$ cat config.mk
export PLATFORM = sky130hd
export DESIGN_NAME = lph_mem
export DESIGN_NICKNAME = d
export VERILOG_FILES = /design/src/sv/lph_pkg.sv /design/src/sv/lph_mem.sv
export SDC_FILE = /design/constraint.sdc
export NUM_CORES = 2
export LEC_CHECK = 0
export ABC_CLOCK_PERIOD_IN_PS = 6200
export BUFFER_PORTS_ARGS = -buffer_cell sky130_fd_sc_hd__buf_4
export CAP_MARGIN = 20
export CORE_AREA = 4 4 524 1044
export CTS_BUF_LIST = sky130_fd_sc_hd__clkbuf_16
export DETAILED_ROUTE_END_ITERATION = 12
export DIE_AREA = 0 0 528 1048
export GPL_TIMING_DRIVEN = 0
export PLACE_DENSITY_LB_ADDON = 0.12
export SLEW_MARGIN = 5
export SYNTH_ARGS = -nofsm -noshare
export SYNTH_HDL_FRONTEND = slang
export SYNTH_MEMORY_MAX_BITS = 65536
export SYNTH_SLANG_ARGS = --single-unit
$ cat constraint.sdc
create_clock -name clock -period 6.2 [get_ports clock]
set_input_delay 0.31 -clock clock [delete_from_list [all_inputs] [get_ports clock]]
set_output_delay 0.31 -clock clock [all_outputs]
set_load 0.03 [all_outputs]
$ cat src/sv/lph_pkg.sv
// Shared types and codes for the linear probe hash table.
package lph_pkg;

   localparam logic [1:0] OP_INSERT = 2'd0;
   localparam logic [1:0] OP_LOOKUP = 2'd1;
   localparam logic [1:0] OP_DELETE = 2'd2;
   localparam logic [1:0] OP_UNUSED = 2'd3;

   localparam logic [1:0] SLOT_EMPTY = 2'd0;
   localparam logic [1:0] SLOT_LIVE  = 2'd1;
   localparam logic [1:0] SLOT_TOMB  = 2'd2;

   localparam logic [1:0] RSP_DONE      = 2'd0;
   localparam logic [1:0] RSP_NOT_FOUND = 2'd1;
   localparam logic [1:0] RSP_FULL      = 2'd2;

   typedef struct packed {
      logic [1:0]  op;
      logic [31:0] key;
      logic [31:0] value;
   } req_type;

   typedef struct packed {
      logic [1:0]  status;
      logic [31:0] value_out;
      logic [6:0]  element_count;
   } rsp_type;

   typedef struct packed {
      logic [1:0]  status;
      logic [31:0] key;
      logic [31:0] value;
   } slot_type;

endpackage

$ cat src/sv/lph_mem.sv
// Slot store: status, key and value per slot, one write and one registered read port.
module lph_mem import lph_pkg::*; #(
   parameter int SLOTS = 64
) (
   input  logic                     clock,
   input  logic                     rd_en,
   input  logic [$clog2(SLOTS)-1:0] rd_addr,
   output slot_type                 rd_data,
   input  logic                     wr_en,
   input  logic [$clog2(SLOTS)-1:0] wr_addr,
   input  slot_type                 wr_data
);

   slot_type entries_ff [SLOTS];
   slot_type rd_data_ff;

   always_ff @(posedge clock) begin
      if (wr_en) begin
         entries_ff[wr_addr] <= wr_data;
      end
   end

   always_ff @(posedge clock) begin
      if (rd_en) begin
         rd_data_ff <= entries_ff[rd_addr];
      end
   end

   assign rd_data = rd_data_ff;

endmodule

After elaboration in Yosys (flattened, before gate mapping)
Memories as Yosys holds them, arrays and structs flattened. A register that Yosys moved wholly into a read port is not among the register bits.
Cells that the tools add are included.
W data, S select, Z words.
Storage, ports and cells
  memories: 1
  bits in writable memories: 4224
  memory bits (read-only): 0
  register bits after elaboration: 0
  latch bits: 0
Memories
  entries_ff: words 64, bits a word 66, read ports 1, clocked after memory_dff 1, write ports 1, line lph_mem.sv:14  | slot_type entries_ff [SLOTS];
Cells by class
  multiplexer cells: 2
  $lt $le $gt $ge: 0
  shifts and indexed selects: 0
  divide/modulo/power cells: 0
  reductions and logical operators: 0
  bitwise operators: 0
  add/subtract/negate cells: 0
  multipliers: 0
  equal/unequal tests: 0
Operators with widths (number)
  $mux W1: 2

Logic depth before layout (Yosys ltp)
  depth after elaboration: 2
  gate-level depth with buffers: 10
  depth with buffers taken out: 5

Least setup slack after synthesis
Ideal clock, no wire load.
  path type: input-to-reg
  from: input wr_addr[3]
  to: memory entries_ff[48][0] in the netlist's numbering (enable)
  arrival time: 5.290 ns
  cell stages on the path: 4
  buffers on the path: 1
  slack: 0.339 ns
  required time: 5.629 ns
  cell sequence: clkbuf_1 -> nor2b_1 -> nand4b_1 -> nor3_1
RTL lines
  from (decl): line lph_mem.sv:10  | input logic [$clog2(SLOTS)-1:0] wr_addr,
  to (decl): line lph_mem.sv:14
No word-level cell before the write port.

==> results.md <==
* Clk sink count at roughly 4300
* Synth Net Count at between 6000 and 7000
* Syn-to-layout area delta at 19.2%
* Fmax at 232 MHz
* CP bufs+invs at 6
* WHS at 0.0375 ns
* Cell variety after synth at 35
* Status: finished clean
* IO Pins at 147
* Max Cap Viol at 0
* Crit path max-delay cell type: nor3_1
* Synthesized flop and latch total at 4290
* Kind of critical path: input port to flop
* Fillers at 49600
* Total power draw at 60.8 mW
* RSZ-0062 raised after global routing: false
* FF/Latch Area at 129000 sq um
* Htree depth at 5
* Combinational fraction of design power at 6.2%
* Chip height at 1.05 mm
* DRC Markers at 0
* P_int at about 47 mW
* Syn_area_per_cell at 23.5 sq um
* Core area at 539000 sq um
* Post-Route WL at 613 mm
* Max IR drop VDD at 221 uV
* Clock Path Buffers at 4
* Setup crit end kind: flop
* Switching Share at between 20% and 30%
* Vias in the first global route at 84500
* Critical Path Start Type: input port
* Area used by multi-input combinational logic at 31100 sq um
* Reg power frac at 53.0%
* Leak at between 50 and 60 nW
* CP Max Fanout at 10
* First-pass GRT wire length at 803 mm
* Post-DR wirelength/cell at 40.2 microns
* Pin count of the biggest net entering global routing at 65
* Clk pwr share at 40.7%
* Postcts setup bufs at 0
* Minimum clock period after layout at 4.30 ns
* Via count at 79100
* Reg clk slew, reported paths at 0.07 ns
* Crit path cell chain: buf_4 > buf_2 > buf_2 > buf_2 > buf_2 > buf_2 > a211oi_1 > nor3_1 > o22a_1
* WP data arrival at 5.02 ns
* Setup slack after layout at 1.90 ns
* CTS tree: yes
* Worst Max-Slew Pin Slew at 1.19 ns
* Row count at 381
* Via/cell ratio at 5.19
* Synthesized area at 161000 sq um
* Share of layout cells above drive strength 1 at 29.6%
* Final hold viol count at 0
* Die area at 553000 sq um
* Clk_lat worst skew at 0.98 ns
* CTS root buffer: clkbuf_16
* Power Dens Cells at around 320 nW/um^2
* Die Width at between 500 and 600 microns
* Initial drt markers at about 7600
* CP most frequent cell: buf_2
* Syn Inst Count at between 6000 and 7000
* CP peak stage delay at 0.87 ns
* Starting density of the core at 29.9%
* P_sw at 13.9 mW
* Port bufs at 137
* Final Max Tran Viols at 0
* Final RePlAce weighted congestion at 0.798
* First-pass DRT Iterations at 5
* Seq/Total Area, Yosys at 79.9%
* Worst Skew at ~0.048 ns
* Yosys Warn Count at 0
* Final ANT Viol Nets at 0
* Final period utilization at 69.4%
* Hold Path Class: input port to flop
* CP delay by family, top: buffers and inverters
* Final HPWL DP at approximately 450 mm
* Final nets at 7889
* Setup TNS at 0 ns
* Slew HR at about a fifth
* Worst EP required at around 7 ns
* # setup viols final at 0
* Total CTS buffers at 387
* Total grt overflow at 0
* Pre-CTS setup slack at 0.939 ns
* GRT Util Overall at 21.8%
* Initial antenna violation count at 63
## placed cells by master (no fill, tap or decap), types with 27 or more instances in the layout
master and instances:
a211oi_1 106, a22oi_1 53, buf_1 29, buf_12 235, buf_16 44, buf_2 114
buf_4 220, buf_6 51, bufinv_16 46, clkbuf_1 158, clkbuf_16 395, clkbuf_2 36
clkinv_1 82, clkinv_2 77, dlygate4sd3_1 56, edfxtp_1 4290, inv_1 67, mux2i_1 102
mux4_2 1009, nor2_1 58, nor2_4 62, nor2b_1 89, nor3_1 49, nor4_1 29
nor4_2 27, o221ai_1 66, o22a_1 56, o22ai_1 318
## repair_timing
item,in CTS,in global routing
hold buffers,56,0
resized for setup,0,0
hold endpoints to repair,3017,0
## metal layers
layer | vias to the layer above | global-route usage (%) | share of wire [%]
met5 | - | 0 | 0.017
met4 | 16 | 12.0 | 6.7
met3 | 896 | 2.48 | 3.8
met2 | 2513 | 43.8 | 58
met1 | 44100 | 21.2 | 31
li1 | 31600 | - | -
## flip-flops by register name, summed over array words and instances, names as in the netlist
register and cells:
entries_ff 4224, rd_data 66
## cells by family after synthesis
| logic type | after synthesis | synth area share [%] |
|---|---|---|
| AND/OR/NAND/NOR | 411 | 1.31 |
| multiplexers | 1118 | 14.8 |
| AO/OA/AOI/OAI | 634 | 2.77 |
| flip-flops | 4290 | 79.9 |
| buffers and inverters | 399 | 1.20 |
## per-stage QoR
stage / instance area, sq um / cells / utilization [%]
6_report: 192000 / 15200 / 35.7
2_1_floorplan: 161000 / 6852 / -
4_1_cts: 192000 / 15200 / 35.6
3_5_place_dp: 179000 / 14400 / 33.2
3_3_place_gp: 171000 / 14100 / 31.8
5_1_grt: 192000 / 15200 / 35.6
## Yosys cell counts
cell type / count / area, sq um
a211oi_1: 106 / 796
a21oi_1: 12 / 60.1
a22oi_1: 53 / 398
a31oi_1: 10 / 62.6
and2_1: 3 / 18.8
and3_1: 7 / 43.8
buf_1: 36 / 135
buf_2: 104 / 521
buf_4: 49 / 368
buf_6: 16 / 180
clkbuf_1: 194 / 728
edfxtp_1: 4290 / 129000
mux2_2: 7 / 78.8
mux2i_1: 102 / 1020
mux4_2: 1009 / 22700
nand2_1: 27 / 101
nand2b_1: 11 / 68.8
nand3_1: 26 / 130
nand3b_1: 2 / 15.0
nand4_1: 2 / 12.5
nand4b_1: 1 / 8.76
nor2_1: 120 / 450
nor2_2: 1 / 6.26
nor2b_1: 89 / 557
nor3_1: 58 / 290
nor4_1: 56 / 350
o211a_1: 3 / 30.0
o211ai_1: 7 / 52.6
o21ai_0: 3 / 15.0
o221ai_1: 66 / 578
o22a_1: 56 / 490
o22ai_1: 318 / 1990
or2_2: 5 / 31.3
or3_1: 2 / 12.5
or3b_2: 1 / 8.76
## power groups by stage
stage / clock, mW / sequential, mW / combinational (mW)
finish: 24.8 / 32.2 / 3.78
global route: 26.4 / 32.2 / 3.92
CTS: 25.3 / 32.2 / 3.89
detailed placement: 0 / 32.9 / 3.84
global placement: 0 / 32.9 / 3.61
floorplan: 0 / 32.9 / 1.47
## final timing paths
path,start,to,slack (ns),depth (start not counted)
setup reg to reg,entries_ff[36][0]$_DFFE_PP_,rd_data[0]$_DFFE_PP_,3.48,5
hold reg to reg,entries_ff[43][48]$_DFFE_PP_,rd_data[48]$_DFFE_PP_,1.01,4
setup / recovery,rd_addr[2],rd_data[52]$_DFFE_PP_,1.90,9
hold / removal,wr_data[16],entries_ff[52][16]$_DFFE_PP_,0.04,1
## layout make-up
class	instances	area share, %
flip-flops and latches	4290	67.1
multi-input cells	2163	16.2
clock buffers	395	5.15
well taps	7085	4.62
repair buffers	567	4.43
clock inverters	319	1.48
plain buffers	399	1.03
diodes	22	0.0287
Power figures use the tool's default switching activity.
