### config.mk
export PLATFORM = sky130hd
export DESIGN_NAME = lph_hash
export DESIGN_NICKNAME = d
export VERILOG_FILES = /design/src/sv/lph_pkg.sv /design/src/sv/lph_hash.sv
export SDC_FILE = /design/constraint.sdc
export NUM_CORES = 1
export LEC_CHECK = 0
export BUFFER_PORTS_ARGS = -buffer_cell sky130_fd_sc_hd__buf_2
export CAP_MARGIN = 20
export CORE_UTILIZATION = 68
export DETAILED_ROUTE_END_ITERATION = 10
export PLACE_DENSITY_LB_ADDON = 0.25
export REMOVE_ABC_BUFFERS = 1
export SLEW_MARGIN = 20
export SYNTH_ARGS = -nofsm -noshare
export SYNTH_HDL_FRONTEND = slang
export SYNTH_SLANG_ARGS = --single-unit
### constraint.sdc
create_clock -name clock -period 10 [get_ports clock]
set_input_delay 2 -clock clock [delete_from_list [all_inputs] [get_ports clock]]
set_output_delay 2 -clock clock [all_outputs]
set_load 0.01 [all_outputs]
### src/sv/lph_pkg.sv
// Shared types and codes for the linear probe hash table.
package lph_pkg;

   localparam logic [1:0] OP_INSERT = 2'd0;
   localparam logic [1:0] OP_LOOKUP = 2'd1;
   localparam logic [1:0] OP_DELETE = 2'd2;
   localparam logic [1:0] OP_UNUSED = 2'd3;

   localparam logic [1:0] SLOT_EMPTY = 2'd0;
   localparam logic [1:0] SLOT_LIVE  = 2'd1;
   localparam logic [1:0] SLOT_TOMB  = 2'd2;

   localparam logic [1:0] RSP_DONE      = 2'd0;
   localparam logic [1:0] RSP_NOT_FOUND = 2'd1;
   localparam logic [1:0] RSP_FULL      = 2'd2;

   typedef struct packed {
      logic [1:0]  op;
      logic [31:0] key;
      logic [31:0] value;
   } req_type;

   typedef struct packed {
      logic [1:0]  status;
      logic [31:0] value_out;
      logic [6:0]  element_count;
   } rsp_type;

   typedef struct packed {
      logic [1:0]  status;
      logic [31:0] key;
      logic [31:0] value;
   } slot_type;

endpackage

### src/sv/lph_hash.sv
// One-at-a-time hash of a key, one byte per cycle, reduced to a slot index.
module lph_hash import lph_pkg::*; #(
   parameter int SLOTS = 64
) (
   input  logic                     clock,
   input  logic                     reset,
   input  logic                     start,
   input  logic [31:0]              key,
   output logic                     done,
   output logic [$clog2(SLOTS)-1:0] index
);

   localparam int AW = $clog2(SLOTS);
   localparam bit IS_POW2 = (SLOTS & (SLOTS - 1)) == 0;
   // floor(2^32 / SLOTS); the quotient it gives is low by at most one
   localparam logic [31:0] RECIP = 32'((64'd1 << 32) / SLOTS);

   typedef enum logic [5:0] {
      H_IDLE   = 6'b000001,
      H_ROUND  = 6'b000010,
      H_FINAL  = 6'b000100,
      H_RECIP  = 6'b001000,
      H_REDUCE = 6'b010000,
      H_FIX    = 6'b100000
   } hstate_type;

   hstate_type      state_ff, state_in;
   logic [31:0]     h_ff, h_in;
   logic [31:0]     key_ff, key_in;
   logic [1:0]      rnd_ff, rnd_in;
   logic [31:0]     quo_ff, quo_in;
   logic [AW:0]     rem_ff, rem_in;
   logic            done_ff, done_in;
   logic [AW-1:0]   idx_ff, idx_in;

   logic [31:0]     rnd_a, rnd_b, rnd_h;
   logic [31:0]     fin_a, fin_b, fin_h;
   logic [63:0]     prod;
   logic [31:0]     rem_full;

   always_comb begin
      rnd_a = h_ff + {24'd0, key_ff[7:0]};
      rnd_b = rnd_a + (rnd_a << 10);
      rnd_h = rnd_b ^ (rnd_b >> 6);

      fin_a = h_ff + (h_ff << 3);
      fin_b = fin_a ^ (fin_a >> 11);
      fin_h = fin_b + (fin_b << 15);

      // reciprocal estimate of the quotient, then the remainder below 2*SLOTS
      prod     = 64'(h_ff) * 64'(RECIP);
      rem_full = h_ff - quo_ff * 32'(SLOTS);
   end

   always_comb begin
      state_in = state_ff;
      h_in     = h_ff;
      key_in   = key_ff;
      rnd_in   = rnd_ff;
      quo_in   = quo_ff;
      rem_in   = rem_ff;
      done_in  = 1'b0;
      idx_in   = idx_ff;
      unique case (state_ff)
         H_IDLE: begin
            if (start) begin
               h_in     = '0;
               key_in   = key;
               rnd_in   = '0;
               state_in = H_ROUND;
            end
         end
         H_ROUND: begin
            h_in   = rnd_h;
            key_in = key_ff >> 8;
            rnd_in = rnd_ff + 2'd1;
            if (rnd_ff == 2'd3) begin
               state_in = H_FINAL;
            end
         end
         H_FINAL: begin
            h_in = fin_h;
            if (IS_POW2) begin
               done_in  = 1'b1;
               idx_in   = fin_h[AW-1:0];
               state_in = H_IDLE;
            end else begin
               state_in = H_RECIP;
            end
         end
         H_RECIP: begin
            quo_in   = prod[63:32];
            state_in = H_REDUCE;
         end
         H_REDUCE: begin
            rem_in   = rem_full[AW:0];
            state_in = H_FIX;
         end
         H_FIX: begin
            done_in = 1'b1;
            if (rem_ff >= (AW+1)'(SLOTS)) begin
               idx_in = AW'(rem_ff - (AW+1)'(SLOTS));
            end else begin
               idx_in = rem_ff[AW-1:0];
            end
            state_in = H_IDLE;
         end
         default: begin
            state_in = H_IDLE;
         end
      endcase
   end

   always_ff @(posedge clock) begin
      if (reset) begin
         state_ff <= H_IDLE;
         done_ff  <= 1'b0;
      end else begin
         state_ff <= state_in;
         done_ff  <= done_in;
      end
      h_ff   <= h_in;
      key_ff <= key_in;
      rnd_ff <= rnd_in;
      quo_ff <= quo_in;
      rem_ff <= rem_in;
      idx_ff <= idx_in;
   end

   assign done  = done_ff;
   assign index = idx_ff;

endmodule

### Yosys cells after proc, flatten, opt, wreduce, memory -nomap -nowiden

Index checks and enable logic that the tools add are counted.

| word-level totals | value |
|---|---|
| logic and storage cells | 46 |
| bits of input ports | 35 |
| output and inout bits | 7 |
| register bits after elaboration | 87 |

| cells by class | value |
|---|---|
| multiplexer cells | 12 |
| bitwise gates (word level) | 2 |
| add/sub/neg operators | 7 |
| magnitude comparators | 1 |
| reductions and logical operators | 7 |
| equal/unequal tests | 9 |

Operators with widths:

| kind | count |
|---|---|
| adder 32 bit | 3 |
| case mux 32 bit (3 select lines) | 1 |
| 2-to-1 mux 32 bit | 2 |
| case mux 32 bit (2 select lines) | 1 |
| adder 32 x 8 -> 32 bit | 1 |
| XOR 32 x 21 -> 32 bit | 1 |
| XOR 32 x 26 -> 32 bit | 1 |
| case mux 6 bit (4 select lines) | 1 |
| 2-to-1 mux 6 bit | 3 |
| case mux 6 bit (2 select lines) | 1 |
| >= comparator 7 bit, second input constant | 1 |
| subtractor 7 bit | 1 |
| == test 6 x 1 -> 1 bit, second input constant | 1 |
| == test 6 x 2 -> 1 bit, second input constant | 1 |
| == test 6 x 3 -> 1 bit, second input constant | 1 |
| == test 6 x 4 -> 1 bit, second input constant | 1 |
| == test 6 x 5 -> 1 bit, second input constant | 1 |
| == test 6 bit, second input constant | 1 |
| AND reduction 2 bit | 3 |
| subtractor 6 x 1 -> 6 bit, second input constant | 1 |
| != test 2 bit, second input constant | 2 |
| case mux 2 bit (2 select lines) | 1 |
| nonzero test 2 bit | 2 |
| nonzero test 3 bit | 1 |
| other kinds (5) | 5 |

### Depth between registers and ports, before layout

| depth | value |
|---|---|
| word-level depth | 4 |
| mapped depth | 25 |
| gate-level depth less buffers | 25 |

### Least setup slack after synthesis

Ideal clock, no wire load.

| path | value |
|---|---|
| kind | input to register |
| from | in start |
| to | reg h_ff[0] (enable) |
| buffers on the path | 0 |
| arrival | 4,538 ps |
| required time | 9,534 ps |
| stages on the path | 3 |
| setup time | 466 ps |
| slack | 4,997 ps |
| path through | nand3b_1 > and2_1 > o21ai_0 |

| between the ends | value |
|---|---|
| longest elaborated chain between the ends | 2 |

Ends and longest elaborated chain:

| element | RTL line | RTL |
|---|---|---|
| start, declared | lph_hash.sv:7 | `input logic start,` |
| != test 2 bit (no source line) | - |  |
| AND reduction 2 bit (no source line) | - |  |
| end signal, assigned | lph_hash.sv:122 | `h_ff <= h_in;` |
| end, declared | lph_hash.sv:28 | `logic [31:0] h_ff, h_in;` |

No other way between the ends.
A chain may end at the register's enable or synchronous reset.

### Worst setup path in the final report

| path | value |
|---|---|
| from | reg h_ff[4] |
| to | reg h_ff[31], data pin |

| between the ends | value |
|---|---|
| longest elaborated chain between the ends | 4 |
| elaborated cells between the ends (all ways) | 7 |
| those cells by class | 4 x add/sub; 1 x mux; 2 x bitwise |

Ends and longest elaborated chain:

| element | RTL line | RTL |
|---|---|---|
| adder 32 bit or adder 32 x 8 -> 32 bit (tied branches) | lph_hash.sv:46, lph_hash.sv:42 |  |
| XOR 32 x 21 -> 32 bit or adder 32 bit (tied branches) | lph_hash.sv:47, lph_hash.sv:43 |  |
| adder 32 bit or XOR 32 x 26 -> 32 bit (tied branches) | lph_hash.sv:48, lph_hash.sv:44 |  |
| case mux 32 bit (3 select lines) (*) | lph_hash.sv:64 | `unique case (state_ff)` |
| via h_in[31] | lph_hash.sv:28 |  |

Mark *: on every way through the listed nets, which the timed path passes. The rest lies on a longest branch.

==> impl_metrics.py <==
metrics = {
    "clock_network": {
        "htree_levels": 3,
        "clkTransAtPathRegs_ps": 80,
        "cts_tree": "built",
        "post_cts_resized": 0,
        "clockBufferDepth": 2,
        "clock-sinks": 76,
        "clk_latency_ps": 360,
        "postCtsSetupRepairBufs": 0,
        "hold_buffers": 0,
        "cts_buffers": 9,
        "root_buffer": "clkbuf_8",
    },
    "sta": {
        "setup_tns_ps": 0,
        "finClkSkew_ps": 11.3,
        "max_slew_margin_pct": 37.0,
        "setup_viol": 0,
        "fin_crit_ps": 5960,
        "max_freq_mhz": 168,
        "drv_slew": 0,
        "rsz0062_at_grt": "no",
        "tightest_slew_ps": 943,
        "hold_viol_final": 0,
        "finalCritPeriodShare_pct": 59.6,
    },
    "routing": {
        "drt_iter0_drc": 682,
        "dr.pass1.iters": 5,
        "drcViolationCount": 0,
        "wl_per_cell_um": 19.0,
        "vias": 6177,
        "routed_wl_mm": 18.7,
        "avgViaCountPerCell": 6.28,
        "postRouteAntennaNets": 0,
    },
    "worst_hold_path": {
        "hp-class": "flip-flop to flip-flop",
    },
    "worst_setup_path": {
        "critPathMaxStageDelay_ps": 490,
        "critPathMaxFanout": 4,
        "crit_path_top_delay_cell": "edfxtp_1",
        "required_ps": 10110,
        "cp_cell_sequence": "ha_1, a211oi_1, o21ai_1, a211oi_2, a211oi_1, o21a_1, o21ai_1, o21a_1, xnor2_1, xor2_1, ha_1, fa_1, a21o_1, a21oi_1, o21a_1, o31a_1, a21oi_1, a21o_1, a21oi_1, o21ai_0, xor3_1, a22o_1",
        "start_kind": "flip-flop",
        "setup.worst_path.end_class": "flip-flop",
        "crit_family": "compound AO/OA/AOI/OAI gates",
        "crit_arrival_ps": 6070,
        "cp.buffers_inverters": 0,
        "path_class": "flip-flop to flip-flop",
    },
    "final_layout": {
        "stdcell_count": 983,
        "fin_nets": 955,
        "n_antenna_cell": 0,
        "drive_gt1_share_pct": 8.03,
        "layout-area-overhead-vs-synth_pct": 7.12,
    },
    "power_and_ir_drop": {
        "power_density_nw_per_um2": 211,
        "swShare_pct": 45.1,
        "p_clk_share_pct": 12.7,
        "p_int_w": 0.000892,
        "pwr-share-comb_pct": 62.2,
        "p_leak_nw": 3.36,
        "pwr-share-seq_pct": 25.1,
        "p_switching_w": 0.000732,
        "vdd_drop_max_v": 0.000114,
    },
    "grt": {
        "grt_pass1_vias": 5916,
        "grt_pass1_wl_mm": 29.5,
        "grt_start_max_net_pins": 54,
        "track_usage_pct": 34.8,
        "overflow": 0,
        "antenna_found_initial": 0,
    },
    "yosys": {
        "ys_ff_latch": 76,
        "netlist_instances": 803,
        "synth_commonest_cells": "127 x nand2_1, 83 x xnor2_1, 74 x ha_1, 72 x edfxtp_1, 48 x nor2_1",
        "netlist.area_leader.share_pct": 30.2,
        "ys_async_sr_fraction_pct": 0,
        "yosysUniqueCellTypes": 57,
        "synth_warnings": 0,
        "synth-edff-count": 72,
        "syn_area_um2": 7170,
        "ys_seq_area_share_pct": 31.3,
        "synth_area_per_cell_um2": 8.93,
        "synth_area_leaders": "edfxtp_1 30%, ha_1 13%, xnor2_1 10%",
        "yosysMostFrequentCell": "nand2_1",
        "synth_ff_type": "edfxtp_1",
        "synth_top_cell_by_area": "edfxtp_1",
    },
    "placed_design": {
        "dp_hpwl_mm": 14.6,
        "place_congestion": 0.992,
        "port_buffers": 41,
        "dp.cells": 967,
    },
    "floorplanning": {
        "initial_core_util_pct": 69.7,
        "dieArea_um2": 11000,
        "die_y_um": 105,
        "die_w_um": 105,
        "num_rows": 37,
        "io_pins": 42,
        "core_area_um2": 10300,
    },
    "job": {
        "maxCapViolations": 0,
    },
    "outcome": {
        "status": "completed",
    },
}
-- final timing paths --
check	from	slack [ps]	cells after the start	to
worst max-delay path	h_ff[4]	4040	22	h_ff[31]
worst min-delay path	key_ff[15]	510	2	key_ff[7]
worst min register to register	key_ff[15]	510	2	key_ff[7]
worst max register to register	h_ff[4]	4040	22	h_ff[31]
-- layout by cell type (no fill, tap or decap), drive strengths merged, types with 4 or more instances in the layout --
master	count
and2	12
o21ai	47
dfxtp	4
a22o	8
a211oi	7
nor3	13
or3	6
a21oi	46
and4	5
fa	4
o21bai	7
edfxtp	72
nor2	48
clkinv	5
nand3	25
and3	12
o21a	20
o22ai	9
buf	43
xnor2	84
inv	34
xor2	47
nand2	127
ha	74
nor2b	7
clkbuf	9
a21o	32
-- area by class of cell --
cell class,instances,area (µm²)
Multi-Input combinational cell,679,4760
Fill cell,789,2600
Sequential cell,76,2240
Timing Repair Buffer,43,220
Tap cell,136,170
Clock buffer,9,124
Inverter,33,124
Clock inverter,7,42.5
-- worst register-to-register path: stages, from the launching register on --
cell and delay [ps]:
edfxtp_1 490, ha_1 360, a211oi_1 330, o21ai_1 150, a211oi_2 370, a211oi_1 160, o21a_1 210, o21ai_1 250
o21a_1 250, xnor2_1 220, xor2_1 380, ha_1 280, fa_1 220, a21o_1 120, a21oi_1 110, o21a_1 220
o31a_1 330, a21oi_1 250, a21o_1 160, a21oi_1 90, o21ai_0 260, xor3_1 300, a22o_1 210
-- routing by layer --
| metal | GRT usage (%) | part of all wire [%] | up-vias |
|---|---|---|---|
| met4 | 16.1 | 3.6 | 0 |
| met3 | 4.68 | 8.6 | 53 |
| met5 | 0 | 0 | - |
| met2 | 57.4 | 47 | 327 |
| met1 | 45.4 | 41 | 2850 |
| li1 | - | - | 2947 |
-- per-stage QoR --
step | area (µm²) | hold slack (ps) | total power (W) | util [%] | setup WS (ps)
final | 7680 | 510 | 0.00162 | 74.7 | 4040
after global routing | 7680 | 531 | 0.00173 | 74.7 | 3730
after CTS | 7680 | 515 | 0.00160 | 74.7 | 4230
after detailed placement | 7510 | 495 | 0.00139 | 73.1 | 4260
after global placement | 7510 | 488 | 0.00136 | 73.1 | 4570
after floorplan | 7110 | 484 | 0.00116 | - | 5000
-- flip-flops by register name, summed over array words and instances (netlist names) --
register and cells:
state_ff 3, done 1, rnd_ff 2, h_ff 32, index 6, key_ff 32
-- power groups by stage --
stage                     Combinational, W  Clock [W]  Sequential (W)
after floorplan                   0.000758          0        0.000402
after global placement            0.000950          0        0.000411
after detailed placement          0.000975          0        0.000413
after CTS                         0.000985   0.000207        0.000405
after global routing               0.00110   0.000221        0.000408
final                              0.00101   0.000207        0.000407
-- cells by family (layout without fill, tap and decap cells) --
logic type               Yosys count  in the layout  synth area share, %
AND/OR/NAND/NOR                  267            267                 17.0
multiplexers                       1              1                0.140
adder cells (fa/ha/maj)           78             78                 14.0
flip-flops                        76             76                 31.3
XOR/XNOR                         133            133                 16.8
AO/OA/AOI/OAI                    200            200                 18.3
buffers and inverters             48             92                 2.57
Note: power is estimated with default switching activity, not from simulation.
